File: src/rtl/smo_pkg.sv
`timescale 1ns / 1ps
// shared types and constants of the sliding mode rotor angle observer
// no dependencies

package smo_pkg;

  typedef struct packed {
    logic signed [31:0] volt_alpha;
    logic signed [31:0] volt_beta;
    logic signed [31:0] curr_alpha;
    logic signed [31:0] curr_beta;
  } smo_in_t;

  typedef struct packed {
    logic signed [18:0] rotor_angle;
    logic signed [31:0] emf_alpha_out;
    logic signed [31:0] emf_beta_out;
  } smo_out_t;

  // configuration register indexes
  localparam logic [2:0] REG_DECAY    = 3'd0;
  localparam logic [2:0] REG_INPUT    = 3'd1;
  localparam logic [2:0] REG_SLIDE    = 3'd2;
  localparam logic [2:0] REG_FILTER   = 3'd3;
  localparam logic [2:0] REG_BAND     = 3'd4;
  localparam logic [2:0] REG_BAND_INV = 3'd5;

  // datapath operations issued by the controller
  typedef enum logic [3:0] {
    OP_NONE,
    OP_U1,      // acc = sat(v - emf)
    OP_U2,      // u = sat(acc - slide)
    OP_MUL_F,   // prod = F * est
    OP_MUL_G,   // t = prod, prod = G * u
    OP_EST,     // est = sat(t + prod)
    OP_ERR,     // e = sat(est - i)
    OP_MUL_K,   // prod = K * e
    OP_MUL_INV, // prod = prod * inv
    OP_SLIDE,   // slide = control
    OP_DIFF,    // d = sat(slide - emf)
    OP_MUL_KF,  // prod = Kf * d
    OP_EMF,     // emf = sat(emf + prod)
    OP_CORDIC_INIT
  } smo_op_t;

  typedef struct packed {
    smo_op_t    op;
    logic       axis;   // 0 alpha, 1 beta
    logic       load;   // latch input item
    logic       cstep;  // one cordic iteration
  } smo_cmd_t;

  localparam int AtanLen = 24;
  localparam logic [31:0] PiQ30 = 32'd3373259426;

  function automatic logic [29:0] atan_q30(input logic [4:0] i);
    unique case (i)
      5'd0: atan_q30 = 30'd843314857;
      5'd1: atan_q30 = 30'd497837830;
      5'd2: atan_q30 = 30'd263043837;
      5'd3: atan_q30 = 30'd133525159;
      5'd4: atan_q30 = 30'd67021687;
      5'd5: atan_q30 = 30'd33543516;
      5'd6: atan_q30 = 30'd16775851;
      5'd7: atan_q30 = 30'd8388437;
      5'd8: atan_q30 = 30'd4194283;
      5'd9: atan_q30 = 30'd2097149;
      default: atan_q30 = 30'd1 << (30 - 10 - (i - 5'd10) + 0);
    endcase
  endfunction

  function automatic logic signed [31:0] sat32(input logic signed [65:0] v);
    if (v > 66'sd2147483647) sat32 = 32'h7fffffff;
    else if (v < -66'sd2147483648) sat32 = 32'h80000000;
    else sat32 = v[31:0];
  endfunction

endpackage

File: src/rtl/smo_ctrl.sv
`timescale 1ns / 1ps
// sequencer of the observer: walks both axes, then the cordic iterations
// depends on smo_pkg

module smo_ctrl import smo_pkg::*; #(
  parameter int CORDIC_STEPS = 18
) (
  input  logic     clk,
  input  logic     rst,
  input  logic     in_valid,
  output logic     in_stall,
  output logic     out_valid,
  input  logic     out_stall,
  output smo_cmd_t cmd
);

  localparam int NSteps = (CORDIC_STEPS < AtanLen) ? CORDIC_STEPS : AtanLen;

  typedef enum logic [1:0] {S_IDLE, S_AXIS, S_CORDIC, S_OUT} state_t;

  state_t     state;
  smo_op_t    op;
  logic       axis;
  logic [4:0] cnt;

  assign in_stall  = (state != S_IDLE);
  assign out_valid = (state == S_OUT);

  always_comb begin
    cmd       = '0;
    cmd.op    = OP_NONE;
    cmd.axis  = axis;
    cmd.load  = (state == S_IDLE) && in_valid;
    if (state == S_AXIS) cmd.op = op;
    cmd.cstep = (state == S_CORDIC);
  end

  always_ff @(posedge clk) begin
    if (rst) begin
      state <= S_IDLE;
      op    <= OP_U1;
      axis  <= 1'b0;
      cnt   <= '0;
    end else begin
      unique case (state)
        S_IDLE: begin
          if (in_valid) begin
            state <= S_AXIS;
            op    <= OP_U1;
            axis  <= 1'b0;
          end
        end
        S_AXIS: begin
          if (op == OP_EMF) begin
            if (axis) begin
              op <= OP_CORDIC_INIT;
            end else begin
              axis <= 1'b1;
              op   <= OP_U1;
            end
          end else if (op == OP_CORDIC_INIT) begin
            state <= S_CORDIC;
            cnt   <= '0;
          end else begin
            op <= smo_op_t'(op + 4'd1);
          end
        end
        S_CORDIC: begin
          if (cnt == 5'(NSteps - 1)) state <= S_OUT;
          cnt <= cnt + 5'd1;
        end
        S_OUT: begin
          if (!out_stall) state <= S_IDLE;
        end
        default: state <= S_IDLE;
      endcase
    end
  end

endmodule

File: config.mk
export PLATFORM = sky130hd
export DESIGN_NAME = smo_ctrl
export DESIGN_NICKNAME = d
export VERILOG_FILES = /design/src/rtl/smo_pkg.sv /design/src/rtl/smo_ctrl.sv
export SDC_FILE = /design/constraint.sdc
export NUM_CORES = 1
export LEC_CHECK = 0
export BUFFER_PORTS_ARGS = -buffer_cell sky130_fd_sc_hd__buf_2
export CELL_PAD_IN_SITES_DETAIL_PLACEMENT = 1
export CELL_PAD_IN_SITES_GLOBAL_PLACEMENT = 1
export CORE_UTILIZATION = 43
export CTS_BUF_LIST = sky130_fd_sc_hd__clkbuf_16
export CTS_CLUSTER_DIAMETER = 40
export DETAILED_ROUTE_END_ITERATION = 7
export PLACE_DENSITY_LB_ADDON = 0.05
export SYNTH_ARGS = -nofsm -noshare
export SYNTH_HDL_FRONTEND = slang
export SYNTH_SLANG_ARGS = --single-unit
File: constraint.sdc
create_clock -name clk -period 2.85 [get_ports clk]
set_input_delay 0.57 -clock clk [delete_from_list [all_inputs] [get_ports clk]]
set_output_delay 0.57 -clock clk [all_outputs]
set_load 0.01 [all_outputs]
Word-level counts from Yosys, hierarchy flattened
Index checks and enable logic that the tools add are counted.
- logic and storage cells: 46
- register bits: 12
- output and inout port bits: 9
- reductions and logical operators: 9
- add/sub/neg operators: 2
- equality and inequality tests: 13
- multiplexer cells: 18
- operator list (cell ; number):
    two-way mux 4 bit ; 5
    two-way mux 2 bit ; 5
    two-way mux 5 bit ; 2
    case mux 5 bit (2 select lines) ; 1
    AND reduction 3 bit ; 3
    == test 4 bit (second input constant) ; 2
    case mux 2 bit (4 select lines) ; 1
    case mux 4 bit (2 select lines) ; 1
    != test 2 x 1 -> 1 bit (second input constant) ; 3
    != test 2 bit (second input constant) ; 3
    nonzero test 2 bit ; 3
    adder 5 x 1 -> 5 bit (second input constant) ; 1
    == test 5 bit (second input constant) ; 1
    AND reduction 5 bit ; 1
    adder 4 x 1 -> 4 bit (second input constant) ; 1
    == test 2 bit (second input constant) ; 2
    != test 3 bit (second input constant) ; 1
    == test 2 x 1 -> 1 bit (second input constant) ; 1
    logical NOT 2 bit ; 1
    two-way mux 1 bit ; 2
    case mux 1 bit (2 select lines) ; 1
    logical AND 1 bit ; 1

Longest topological paths before layout
- depth after elaboration: 4
- depth in mapped cells: 8
- gate-level depth less buffers: 6

Worst setup path before layout
Ideal clock, no wire load.
- path kind: register to output
- start: register state[1]
- end: output port cmd[5] in the netlist's numbering
- path slack: 1214 ps
- arrival time: 1066 ps
- required time: 2280 ps
- cell stages (with the launch flop): 6
- path through: dfxtp_1 > inv_1 > ha_1 > buf_2 > buf_2 > and2_1
- RTL lines (element ; line ; text):
    start: declaration ; smo_ctrl.sv:21 ; state_t state;
    start signal: assignment ; smo_ctrl.sv:40 ; state <= S_IDLE;
    start signal: assignment ; smo_ctrl.sv:48 ; state <= S_AXIS;
    start signal: assignment ; smo_ctrl.sv:62 ; state <= S_CORDIC;
    end: declaration ; smo_ctrl.sv:14 ; output smo_cmd_t cmd

==> metrics.txt <==
count of pins on the block boundary 13; Total Die Area 0.00222 sq mm; power per unit of standard cell area 912 mW/mm^2; sequential group share of total power 24.8%; Crit Reg-Reg Startpoint state[1]$_SDFFE_PP0P_; number of clock buffers inserted by TritonCTS 3; count of clock tree sinks 12; initial antenna violation count 0; power dissipated by switching net loads 0.378 mW; Max stage delay on crit path 0.55 ns; count of placed standard cells including taps 138; mean instance size in the synthesized netlist 8.35 sq um; Finished Layout Cells 141; area fraction of the dominant cell type after synthesis 27.4%; count of nets left with antenna violations after detail routing 0; Remaining DRCs 0; worst-case clock buffer depth 2; internal portion of total power 0.554 mW; ratio of cells with drive above 1 in the final layout 20.7%; Worst path depth 5; number of distinct library cells after synthesis 38; Maximum Capacitance Violations 0; sum of routed wire segments on met1 1040 um; number of synthesized register bits 12; leakage power of the design 0.454 nW; worst-path maximum fanout 16; number of core rows 15; drt first pass iters 4; switching share of power 40.6%; Resize count post-CTS 0; r2r endpoint op[3]$_SDFFE_PP0P_; final max-slew violation count 0; Core ar. 0.00182 sq mm; path category of the worst min-delay check flop to flop; number of flops mapped to enable cells by yosys 0; sum of met3 wire segment lengths after detailed routing 37 um; Routed wire per std cell 15.4 um; initial DRC count 16; insertion delay of the later-clocked pin in the worst-skew pair 0.24 ns; global-route wire length before repair 3530 um; highest achievable clock rate 448 MHz; number of post-CTS setup repair buffers 0; floorplan die width 47.2 um; final instance area 0.00102 sq mm; kind of critical path flop to output port; worst slack at placement 0.893 ns; Rel. slew slack 60.1%; yosys synthesis warning count 0; synthesized netlist net count 119; Buffers & Inverters on Critical Path 3; Met2 Routed Length 1070 um; total global routing overflow 0; worst path cell trace inv_1, ha_1, inv_2, nor2_1, buf_2; instance area after placement 947 sq um; cell area after synthesis 877 sq um; most used flip-flop cell after synthesis sky130_fd_sc_hd__dfxtp_1; critical path's slowest cell sky130_fd_sc_hd__ha_1; count of final hold-check violations 0; kind of end point of the critical path output port; final period utilization 78.3%; actual slew at the worst max-slew pin 0.598 ns; layout overhead on the synthesized area 16.5%; number of hold-repair buffers added at the cts stage 0; total number of vias 798; most frequent cells in the layout sky130_fd_sc_hd__inv_1 (12), sky130_fd_sc_hd__dfxtp_1 (12), sky130_fd_sc_hd__buf_2 (12); maximum number of pins on one net before global-route repair 17; Final setup viols 0; final net count 132; proportion of synthesized chip area in sequential cells 27.4%; global-route usage over all layers 22.8%; proportion of synthesized flip-flops having asynchronous set or reset 0%; category of cells accounting for the largest share of critical-path delay adder cells; post-layout minimum cycle time 2.23 ns; result of the run finished clean; count of H-tree levels built during CTS 1; Worst Hold Slack 0.534 ns; setup repair after global routing missed its margin no; dominant cell type by area after synthesis sky130_fd_sc_hd__dfxtp_1; via density per instance 5.66; post-detail-place hpwl 1570 um; number of global-route vias before repair 817; Diodes inserted 0; depth of the worst register-to-register path 6; setup TNS 0 ns; worst setup path end cmd[4]; top cells by area in the synthesized netlist sky130_fd_sc_hd__dfxtp_1 (27%), sky130_fd_sc_hd__ha_1 (14%), sky130_fd_sc_hd__a21oi_1 (5.1%), sky130_fd_sc_hd__inv_1 (5.1%), sky130_fd_sc_hd__a211oi_1 (3.4%); post-synthesis cell count 105; maximum clock skew at final layout 0.000857 ns; Startpoint Class flop; top routing layer in use met4; reg-to-reg setup timing slack 0.97 ns; proportion of power drawn by combinational gates 48.1%; count of input and output buffers 12; clock share of power 27.0%; clock-pin transition on the worst setup and hold timing paths 0.04 ns; Peak supply drop 0.552 mV; CTS tree yes; required time of the worst setup path 2.28 ns; root buffer selected by CTS sky130_fd_sc_hd__clkbuf_16; height of the die 47.2 um; beginning of the critical path state[1]$_SDFFE_PP0P_; Critical Path AT 1.66 ns; total routed wirelength 2170 um; final estimated routing congestion in global placement 0.839; Initial Utilization 48.2%; final setup margin 0.617 ns
[cell type report]
class,instances,area [sq um]
multi-input combinational,76,567
fill,233,798
clock buffer,3,75.1
timing repair buffer,12,60.1
inverter,13,48.8
tap,25,31.3
sequential,12,240
[through the flow]
step	power, mW	utilization, %
floorplan	0.567	-
global placement	0.660	52.0
detailed placement	0.677	52.0
CTS	0.940	56.2
global route	1.01	56.2
finish	0.932	56.2
[power groups by stage]
stage	Combinational (mW)	Clock [mW]	Sequential [mW]
after floorplan	0.342	0	0.225
after global placement	0.428	0	0.231
after detailed placement	0.443	0	0.234
after CTS	0.451	0.258	0.232
after global routing	0.501	0.266	0.239
final	0.448	0.252	0.231
[worst min-delay path by stage]
stage,from,to,slack (ns),cells past startpoint
after floorplan,cnt[4]$_SDFFE_PP0P_,cnt[4]$_SDFFE_PP0P_,0.48,2
after global placement,cnt[4]$_SDFFE_PP0P_,cnt[4]$_SDFFE_PP0P_,0.51,2
after detailed placement,cnt[4]$_SDFFE_PP0P_,cnt[4]$_SDFFE_PP0P_,0.53,2
after CTS,cnt[4]$_SDFFE_PP0P_,cnt[4]$_SDFFE_PP0P_,0.54,2
after global routing,axis$_SDFFE_PP0P_,axis$_SDFFE_PP0P_,0.56,2
final,axis$_SDFFE_PP0P_,axis$_SDFFE_PP0P_,0.53,2
[sequential cells by signal, indices dropped and copies added, names as in the netlist]
signal / flops
axis: 1
cnt: 5
op: 4
state: 2
[cell families after synthesis]
family	after synthesis	synth area share, %
adders and majority gates	10	14.3
AOI/OAI and AO/OA	29	22.4
muxes	3	3.57
DFF	12	27.4
and+or+nand+nor	34	24.4
buffers and inverters	17	7.99
[worst min-delay path, stage by stage (launching register included)]
cell and delay [ns]:
sky130_fd_sc_hd__dfxtp_1 0.33, sky130_fd_sc_hd__nor2_1 0.11, sky130_fd_sc_hd__nor3_1 0.05
[cell usage after synthesis (2+ instances only)]
library cell               instances
sky130_fd_sc_hd__a21oi_1           9
sky130_fd_sc_hd__o21ai_0           2
sky130_fd_sc_hd__buf_2             2
sky130_fd_sc_hd__nand3_1           3
sky130_fd_sc_hd__ha_1             10
sky130_fd_sc_hd__nor2_1            8
sky130_fd_sc_hd__mux2i_1           2
sky130_fd_sc_hd__nand4_1           2
sky130_fd_sc_hd__nand2b_1          2
sky130_fd_sc_hd__a211oi_1          4
sky130_fd_sc_hd__o21ai_1           2
sky130_fd_sc_hd__o32ai_1           3
sky130_fd_sc_hd__nand2_1           6
sky130_fd_sc_hd__and2_1            3
sky130_fd_sc_hd__dfxtp_1          12
sky130_fd_sc_hd__a31oi_1           2
sky130_fd_sc_hd__inv_1            12
[per-layer routing]
layer  global-route usage [%]  vias to the layer above
li1                         -                      399
met1                     28.0                      388
met2                     40.8                        9
met3                     5.77                        2
met4                     3.43                        0
met5                        0                        -
No activity file was read; power rests on OpenSTA's default activity.
